## src/cwc_pkg.sv

```systemverilog
// Shared constants, codes and controller/datapath interface types for the window controller.
`default_nettype none

package cwc_pkg;

    // Field widths.
    localparam int TIME_BITS = 32;
    localparam int WIN_BITS  = 16;
    localparam int CNT_BITS  = $clog2(TIME_BITS);

    // Window limit and threshold constants.
    localparam logic [WIN_BITS-1:0] MAX_WINDOW   = WIN_BITS'(65535);
    localparam logic [WIN_BITS-1:0] THRESH_RESET = WIN_BITS'(64);
    localparam logic [WIN_BITS-1:0] THRESH_MIN   = WIN_BITS'(2);
    localparam logic [WIN_BITS-1:0] WINDOW_RESET = WIN_BITS'(1);

    // Event kinds carried by the mode field.
    typedef enum logic [1:0] {
        MODE_ACK  = 2'd0,
        MODE_LOSS = 2'd1,
        MODE_MARK = 2'd2
    } mode_t;

    // Commands from the controller to the datapath.
    typedef struct packed {
        logic load;      // capture the incoming word and form the elapsed time
        logic div_step;  // one restoring division step
        logic commit;    // update the state and load the result register
    } ctrl_cmd_t;

    // Status from the datapath to the controller.
    typedef struct packed {
        logic need_div;  // the incoming word is an avoidance ack with a known RTT
    } ctrl_status_t;

endpackage

`default_nettype wire

```

## src/cwc_datapath.sv

```systemverilog
// Datapath: window state, iterative elapsed/RTT divider and result register.
`default_nettype none

module cwc_datapath (
    input  wire logic                          aclk,
    input  wire logic                          aresetn,
    input  wire logic [1:0]                    s_mode,
    input  wire logic [cwc_pkg::TIME_BITS-1:0] s_now_ms,
    input  wire logic                          cfg_wr_en,
    input  wire logic [cwc_pkg::WIN_BITS-1:0]  cfg_wr_data,
    input  wire cwc_pkg::ctrl_cmd_t            cmd,
    output cwc_pkg::ctrl_status_t              status,
    output logic [cwc_pkg::WIN_BITS-1:0]       m_cwnd_pkts,
    output logic                               m_phase,
    output logic [cwc_pkg::WIN_BITS-1:0]       m_threshold,
    output logic                               m_window_changed
);
    import cwc_pkg::*;

    // Architectural state.
    logic                  phase_reg,  phase_next;
    logic [WIN_BITS-1:0]   window_reg, window_next;
    logic [WIN_BITS-1:0]   thresh_reg, thresh_next;
    logic [WIN_BITS-1:0]   base_reg,   base_next;
    logic [TIME_BITS-1:0]  stamp_reg,  stamp_next;
    logic [TIME_BITS-1:0]  rtt_reg,    rtt_next;

    // Captured word and divider registers. The quotient register holds the
    // elapsed time after a load and the quotient after the division steps.
    mode_t                 mode_reg;
    logic [TIME_BITS-1:0]  now_reg;
    logic [TIME_BITS-1:0]  quo_reg;
    logic [TIME_BITS-1:0]  rem_reg;

    // Result register.
    logic [WIN_BITS-1:0]   out_window_reg;
    logic                  out_phase_reg;
    logic [WIN_BITS-1:0]   out_thresh_reg;
    logic                  out_changed_reg;

    logic [TIME_BITS:0]    shift_w;
    logic                  fits_w;
    logic [TIME_BITS:0]    diff_w;
    logic [WIN_BITS-1:0]   half_w;
    logic [TIME_BITS:0]    sum_w;
    logic [WIN_BITS-1:0]   cand_w;

    assign status.need_div = (mode_t'(s_mode) == MODE_ACK) && phase_reg && (rtt_reg != '0);

    // One restoring division step.
    assign shift_w = {rem_reg, quo_reg[TIME_BITS-1]};
    assign fits_w  = shift_w >= {1'b0, rtt_reg};
    assign diff_w  = shift_w - {1'b0, rtt_reg};

    // Saturating base + quotient for congestion avoidance.
    assign sum_w  = {{(TIME_BITS + 1 - WIN_BITS){1'b0}}, base_reg} + {1'b0, quo_reg};
    assign cand_w = (sum_w >= {{(TIME_BITS + 1 - WIN_BITS){1'b0}}, MAX_WINDOW}) ?
                    MAX_WINDOW : sum_w[WIN_BITS-1:0];
    assign half_w = window_reg >> 1;

    always_comb begin
        phase_next  = phase_reg;
        window_next = window_reg;
        thresh_next = thresh_reg;
        base_next   = base_reg;
        stamp_next  = stamp_reg;
        rtt_next    = rtt_reg;
        unique case (mode_reg)
            MODE_MARK: begin
                stamp_next = now_reg;
            end
            MODE_LOSS: begin
                thresh_next = (half_w > THRESH_MIN) ? half_w : THRESH_MIN;
                if (!phase_reg) begin
                    phase_next = 1'b1;
                    base_next  = window_reg;
                    stamp_next = now_reg;
                end else begin
                    phase_next  = 1'b0;
                    window_next = WINDOW_RESET;
                end
            end
            MODE_ACK: begin
                if (!phase_reg) begin
                    if (rtt_reg == '0) begin
                        rtt_next = quo_reg;
                    end
                    if (window_reg < thresh_reg) begin
                        window_next = (window_reg >= MAX_WINDOW) ? MAX_WINDOW :
                                      window_reg + WIN_BITS'(1);
                    end else begin
                        phase_next = 1'b1;
                        base_next  = window_reg;
                        stamp_next = now_reg;
                    end
                end else if (rtt_reg != '0) begin
                    if (cand_w > window_reg) begin
                        window_next = cand_w;
                    end
                end
            end
            default: begin
            end
        endcase
    end

    always_ff @(posedge aclk) begin
        if (!aresetn) begin
            phase_reg  <= 1'b0;
            window_reg <= WINDOW_RESET;
            thresh_reg <= THRESH_RESET;
            base_reg   <= '0;
            stamp_reg  <= '0;
            rtt_reg    <= '0;
        end else if (cfg_wr_en) begin
            thresh_reg <= cfg_wr_data;
        end else if (cmd.commit) begin
            phase_reg  <= phase_next;
            window_reg <= window_next;
            thresh_reg <= thresh_next;
            base_reg   <= base_next;
            stamp_reg  <= stamp_next;
            rtt_reg    <= rtt_next;
        end
    end

    always_ff @(posedge aclk) begin
        if (cmd.load) begin
            mode_reg <= mode_t'(s_mode);
            now_reg  <= s_now_ms;
            quo_reg  <= s_now_ms - stamp_reg;
            rem_reg  <= '0;
        end else if (cmd.div_step) begin
            quo_reg <= {quo_reg[TIME_BITS-2:0], fits_w};
            rem_reg <= fits_w ? diff_w[TIME_BITS-1:0] : shift_w[TIME_BITS-1:0];
        end
        if (cmd.commit) begin
            out_window_reg  <= window_next;
            out_phase_reg   <= phase_next;
            out_thresh_reg  <= thresh_next;
            out_changed_reg <= window_next != window_reg;
        end
    end

    assign m_cwnd_pkts      = out_window_reg;
    assign m_phase          = out_phase_reg;
    assign m_threshold      = out_thresh_reg;
    assign m_window_changed = out_changed_reg;

endmodule

`default_nettype wire

```

## src/cwc_controller.sv

```systemverilog
// Controller: sequences load, division steps and commit, and owns the handshakes.
`default_nettype none

module cwc_controller (
    input  wire logic                  aclk,
    input  wire logic                  aresetn,
    input  wire logic                  s_valid,
    output logic                       s_ready,
    output logic                       m_valid,
    input  wire logic                  m_ready,
    input  wire cwc_pkg::ctrl_status_t status,
    output cwc_pkg::ctrl_cmd_t         cmd
);
    import cwc_pkg::*;

    typedef enum logic [1:0] {
        ST_IDLE,
        ST_DIVIDE,
        ST_COMMIT
    } state_t;

    state_t              state_reg;
    logic [CNT_BITS-1:0] count_reg;
    logic                m_valid_reg;
    logic                accept_w;
    logic                out_free_w;

    assign s_ready    = state_reg == ST_IDLE;
    assign accept_w   = s_valid && s_ready;
    assign out_free_w = !m_valid_reg || m_ready;
    assign m_valid    = m_valid_reg;

    always_comb begin
        cmd.load     = accept_w;
        cmd.div_step = state_reg == ST_DIVIDE;
        cmd.commit   = (state_reg == ST_COMMIT) && out_free_w;
    end

    always_ff @(posedge aclk) begin
        if (!aresetn) begin
            state_reg   <= ST_IDLE;
            count_reg   <= '0;
            m_valid_reg <= 1'b0;
        end else begin
            // A commit refills the result register in the cycle it is taken.
            if (cmd.commit) begin
                m_valid_reg <= 1'b1;
            end else if (m_valid_reg && m_ready) begin
                m_valid_reg <= 1'b0;
            end
            unique case (state_reg)
                ST_IDLE: begin
                    if (accept_w) begin
                        count_reg <= CNT_BITS'(TIME_BITS - 1);
                        state_reg <= status.need_div ? ST_DIVIDE : ST_COMMIT;
                    end
                end
                ST_DIVIDE: begin
                    count_reg <= count_reg - CNT_BITS'(1);
                    if (count_reg == '0) begin
                        state_reg <= ST_COMMIT;
                    end
                end
                ST_COMMIT: begin
                    if (out_free_w) begin
                        state_reg <= ST_IDLE;
                    end
                end
                default: begin
                    state_reg <= ST_IDLE;
                end
            endcase
        end
    end

    a_accept_leaves_idle: assert property (@(posedge aclk) disable iff (!aresetn)
        accept_w |=> !s_ready)
        else $error("controller stayed idle after accepting a word");

    a_divide_ends_in_commit: assert property (@(posedge aclk) disable iff (!aresetn)
        (state_reg == ST_DIVIDE && count_reg == '0) |=> state_reg == ST_COMMIT)
        else $error("division did not end in commit");

    a_commit_shows_result: assert property (@(posedge aclk) disable iff (!aresetn)
        cmd.commit |=> (m_valid_reg && state_reg == ST_IDLE))
        else $error("commit did not present a result word");

    a_no_overwrite: assert property (@(posedge aclk) disable iff (!aresetn)
        (m_valid_reg && !m_ready) |-> !cmd.commit)
        else $error("result word overwritten before it was taken");

endmodule

`default_nettype wire

```

## src/congestion_window_controller_unit.sv

```systemverilog
// Top level of the congestion window controller: controller plus datapath.
//
//  Channel  | Ports                                          | Direction
//  ---------+------------------------------------------------+----------
//  input    | s_valid, s_ready, s_mode, s_now_ms             | in
//  result   | m_valid, m_ready, m_cwnd_pkts, m_phase,        | out
//           | m_threshold, m_window_changed                  |
//  config   | cfg_wr_en, cfg_wr_data (slow start threshold)  | in
//
// A mark, a loss, an ack needing no division or an ignored mode goes from
// acceptance straight to the commit state. An ack in congestion avoidance
// with a measured RTT first passes the divide state: a bit-serial restoring
// divider forms elapsed/RTT, one quotient bit per cycle.
// The next word is accepted as soon as the controller is back in idle, even
// while the previous result still waits in the output register; a stalled
// result holds the next word in the commit state until it is taken.
// Reset is synchronous and active low: window 1, slow start, threshold 64.
// A configuration write loads the slow start threshold directly.
`default_nettype none

module congestion_window_controller_unit (
    input  wire logic                          aclk,
    input  wire logic                          aresetn,
    // Configuration write port.
    input  wire logic                          cfg_wr_en,
    input  wire logic [cwc_pkg::WIN_BITS-1:0]  cfg_wr_data,
    // Event input channel.
    input  wire logic                          s_valid,
    output logic                               s_ready,
    input  wire logic [1:0]                    s_mode,
    input  wire logic [cwc_pkg::TIME_BITS-1:0] s_now_ms,
    // Result channel.
    output logic                               m_valid,
    input  wire logic                          m_ready,
    output logic [cwc_pkg::WIN_BITS-1:0]       m_cwnd_pkts,
    output logic                               m_phase,
    output logic [cwc_pkg::WIN_BITS-1:0]       m_threshold,
    output logic                               m_window_changed
);
    import cwc_pkg::*;

    // Commands flow from the controller to the datapath; the datapath reports
    // whether the word being accepted needs the divider.
    ctrl_cmd_t    cmd;
    ctrl_status_t status;

    cwc_controller u_ctrl (
        .aclk    (aclk),
        .aresetn (aresetn),
        .s_valid (s_valid),
        .s_ready (s_ready),
        .m_valid (m_valid),
        .m_ready (m_ready),
        .status  (status),
        .cmd     (cmd)
    );

    cwc_datapath u_dp (
        .aclk             (aclk),
        .aresetn          (aresetn),
        .s_mode           (s_mode),
        .s_now_ms         (s_now_ms),
        .cfg_wr_en        (cfg_wr_en),
        .cfg_wr_data      (cfg_wr_data),
        .cmd              (cmd),
        .status           (status),
        .m_cwnd_pkts      (m_cwnd_pkts),
        .m_phase          (m_phase),
        .m_threshold      (m_threshold),
        .m_window_changed (m_window_changed)
    );

endmodule

`default_nettype wire

```

## config.mk

```make
export PLATFORM = sky130hd
export DESIGN_NAME = congestion_window_controller_unit
export DESIGN_NICKNAME = d
export VERILOG_FILES = /design/src/cwc_pkg.sv /design/src/cwc_datapath.sv /design/src/cwc_controller.sv /design/src/congestion_window_controller_unit.sv
export SDC_FILE = /design/constraint.sdc
export NUM_CORES = 1
export LEC_CHECK = 0
export BUFFER_PORTS_ARGS = -buffer_cell sky130_fd_sc_hd__clkbuf_2
export CAP_MARGIN = 20
export CORE_MARGIN = 2
export CORE_UTILIZATION = 55
export CTS_BUF_LIST = sky130_fd_sc_hd__clkbuf_2
export DETAILED_ROUTE_END_ITERATION = 6
export PLACE_DENSITY_LB_ADDON = 0.08
export SYNTH_ARGS = -nofsm -noshare
export SYNTH_HDL_FRONTEND = slang
export SYNTH_SLANG_ARGS = --single-unit
export TNS_END_PERCENT = 5
```

## constraint.sdc

```tcl
create_clock -name aclk -period 8.7 [get_ports aclk]
set_clock_uncertainty 0.2 [all_clocks]
set_input_delay 1.305 -clock aclk [delete_from_list [all_inputs] [get_ports aclk]]
set_output_delay 1.305 -clock aclk [all_outputs]
set_load 0.005 [all_outputs]
```

==> results.txt <==
Initial antenna violation count: 1
Clock network fraction of total power: 31.3%
CTS tree: done
Slew margin rel.: 41.5%
CP Data Arrival Time: 7930 ps
DP Wirelength: 34.8 mm
Inserted Clock Buffers: 68
Worst-path clk slew: 120 ps
Layout area overhead: 8.57%
Final ANT Viol Nets: 0
Static Leak: 6.99 nW
WHS Endpoint: u_dp.stamp_reg[16]
Port bufs: 90
Combinational power share: 19.6%
Seq/Total Area, Yosys: 36.9%
Peak supply drop: 0.000127 V
Vias/cell: 5.94
Initial Util: 55.6%
Nets: 2242
Crit path launch type: flop
Final Hold Viols: 0
Setup violators final: 0
Top cell type by total area after synthesis: dfxtp_1
Hold Slack: 264 ps
Ys async rst share: 0%
Critical path peak fanout: 23
Post_cts resized: 0
R2r worst-path depth: 22
Final Power: 2.75 mW
Slew Limit Fails: 0
Launch point of the worst reg-to-reg path: u_dp.quo_reg[1]
Vias in the first global route: 14385
Top Metal Used: met4
Sw power: 913 uW
TNS Setup: 0 ps
Final WL: 48.6 mm
Int Pwr: 1.83 mW
Ys flop type: dfxtp_1
DR WL/cell: 19.3 um
Mean Syn Cell Area: 8.28 sq um
Synth cell types: 85
Final core utilization: 60.4%
Synth area leaders: dfxtp_1, edfxtp_1, ha_1
Global-route wire length before repair: 77.1 mm
Max Cap Viol: 0
Total track usage: 31.3%
Mapped Nets: 2158
Ports: 91
Drt pass-1 iters: 7
Outcome: complete, no violations
Share of the synthesized area in the top cell type: 18.6%
RSZ-0062 raised after global routing: no
Post-Syn Area: 16400 sq um
Clk sinks: 253
Worst hold stages: 2
Core area: 29600 sq um
Register bit total from synthesis: 253
H-tree levels: 3
CP Capture Type: flop
Die Y: 177 um
Worst Hold Class: reg2reg
Full die area: 31300 sq um
Worst-Margin Slew: 877 ps
DR iter-0 viols: 1173
Crit path time final: 7500 ps
Row count: 63
Max Buffers Root-to-Sink: 3
DRC Markers: 0
Period Utilization, post-route: 86.2%
Clk_lat worst skew: 920 ps
Remaining Overflow, GRT: 0
Commonest non-fill, non-tap cells in the layout: nand2_1, clkbuf_2, o21ai_0
Hold Buf Count CTS: 0
Via count: 14941
Register-to-register setup slack: 1200 ps
Hold Crit Start: u_dp.stamp_reg[16]
WP data required: 9130 ps
DIE WIDTH: 177 um
Clk root buf: clkbuf_2
Sequential Power Share: 49.1%
Critical path class: reg2reg
Fillers: 2723
Net Sw Frac: 33.3%
Metal3 WL: 3.50 mm
Gpl congestion: 1.00
Number of flops mapped to enable cells by yosys: 100
Layout cells sized above 1: 12.1%
Setup Buffers After CTS: 0
Largest net degree at the start of global routing: 122
Met2 routed WL: 21.1 mm
Met1 WL: 22.6 mm
Yosys warns: 0
Max Freq: 133 MHz
Leading cell type in the layout, fill and taps excluded: nand2_1
Cells after Synth: 1987
Cell area power density: 154 nW/um^2
R2R Path End: u_dp.m_window_changed
per-stage QoR:
stage,instances,setup WS (ps),instance area [sq um]
after CTS,2512,850,17800
final,2515,1200,17900
after detailed placement,2389,933,17200
after global placement,2389,1100,17200
after global routing,2515,605,17900
after floorplan,1987,2160,16400
per-layer routing:
metal | GRT usage [%] | vias to the layer above
met3 | 5.26 | 102
li1 | - | 7324
met1 | 44.1 | 6955
met2 | 48.6 | 560
met4 | 11.1 | 0
met5 | 0 | -
layout make-up:
type / count / area (sq um) / share of cell area, %
antenna: 1 / 2.50 / 0.0140
clock buffer: 99 / 495 / 2.77
clock inverter: 24 / 130 / 0.729
inverter: 138 / 518 / 2.90
multi-input combinational: 1489 / 9460 / 53.0
sequential: 253 / 6070 / 34.0
tap: 390 / 488 / 2.73
timing repair buffer: 121 / 701 / 3.92
power groups by stage:
stage	sequential, mW	clock, mW	combinational [mW]
detailed placement	1.37	0	0.528
floorplan	1.34	0	0.392
global placement	1.37	0	0.524
CTS	1.35	0.891	0.531
global route	1.35	0.941	0.599
finish	1.35	0.858	0.538
critical path, cell delays in order, from the launching register on:
cell,delay [ps]
edfxtp_1,420
ha_1,310
a21oi_1,270
o2111ai_1,350
a211o_1,430
a21boi_0,370
xor2_1,690
or4_1,230
o41a_1,150
and2_1,700
nand2_1,190
ha_1,350
a21oi_1,60
o211ai_1,160
a221oi_1,140
a211o_1,320
a31oi_2,170
inv_1,130
nor2_1,300
and3_1,470
a211oi_2,160
a2111oi_1,510
nand4_1,150
cells by family after synthesis:
logic type	after synthesis	share of synthesized area, %
and+or+nand+nor	681	19.7
AOI/OAI and AO/OA	596	23.4
DFF	253	36.9
buffers and inverters	245	5.80
adders and majority gates	116	8.96
xor gates and xnor gates	71	3.78
muxes	25	1.54
Yosys cell counts, types with 23 or more instances:
| master | instances |
|---|---|
| a211oi_1 | 27 |
| a21boi_0 | 59 |
| a21o_1 | 34 |
| a21oi_1 | 143 |
| and2_1 | 27 |
| clkbuf_1 | 97 |
| dfxtp_1 | 153 |
| edfxtp_1 | 100 |
| ha_1 | 113 |
| inv_1 | 136 |
| nand2_1 | 280 |
| nand3_1 | 52 |
| nand4_1 | 26 |
| nor2_1 | 109 |
| nor2b_1 | 45 |
| nor3_1 | 32 |
| nor4_1 | 23 |
| o21ai_0 | 161 |
| xnor2_1 | 40 |
| xor2_1 | 31 |
how the worst max path moves through the flow:
stage                                from                     to
after CTS                 u_dp.quo_reg[9]  u_dp.m_window_changed
final                     u_dp.quo_reg[1]  u_dp.m_window_changed
after floorplan           u_dp.quo_reg[0]  u_dp.m_window_changed
after detailed placement  u_dp.quo_reg[9]  u_dp.m_window_changed
after global placement    u_dp.quo_reg[1]  u_dp.m_window_changed
after global routing      u_dp.quo_reg[9]  u_dp.m_window_changed
No activity file was read; power rests on OpenSTA's default activity.
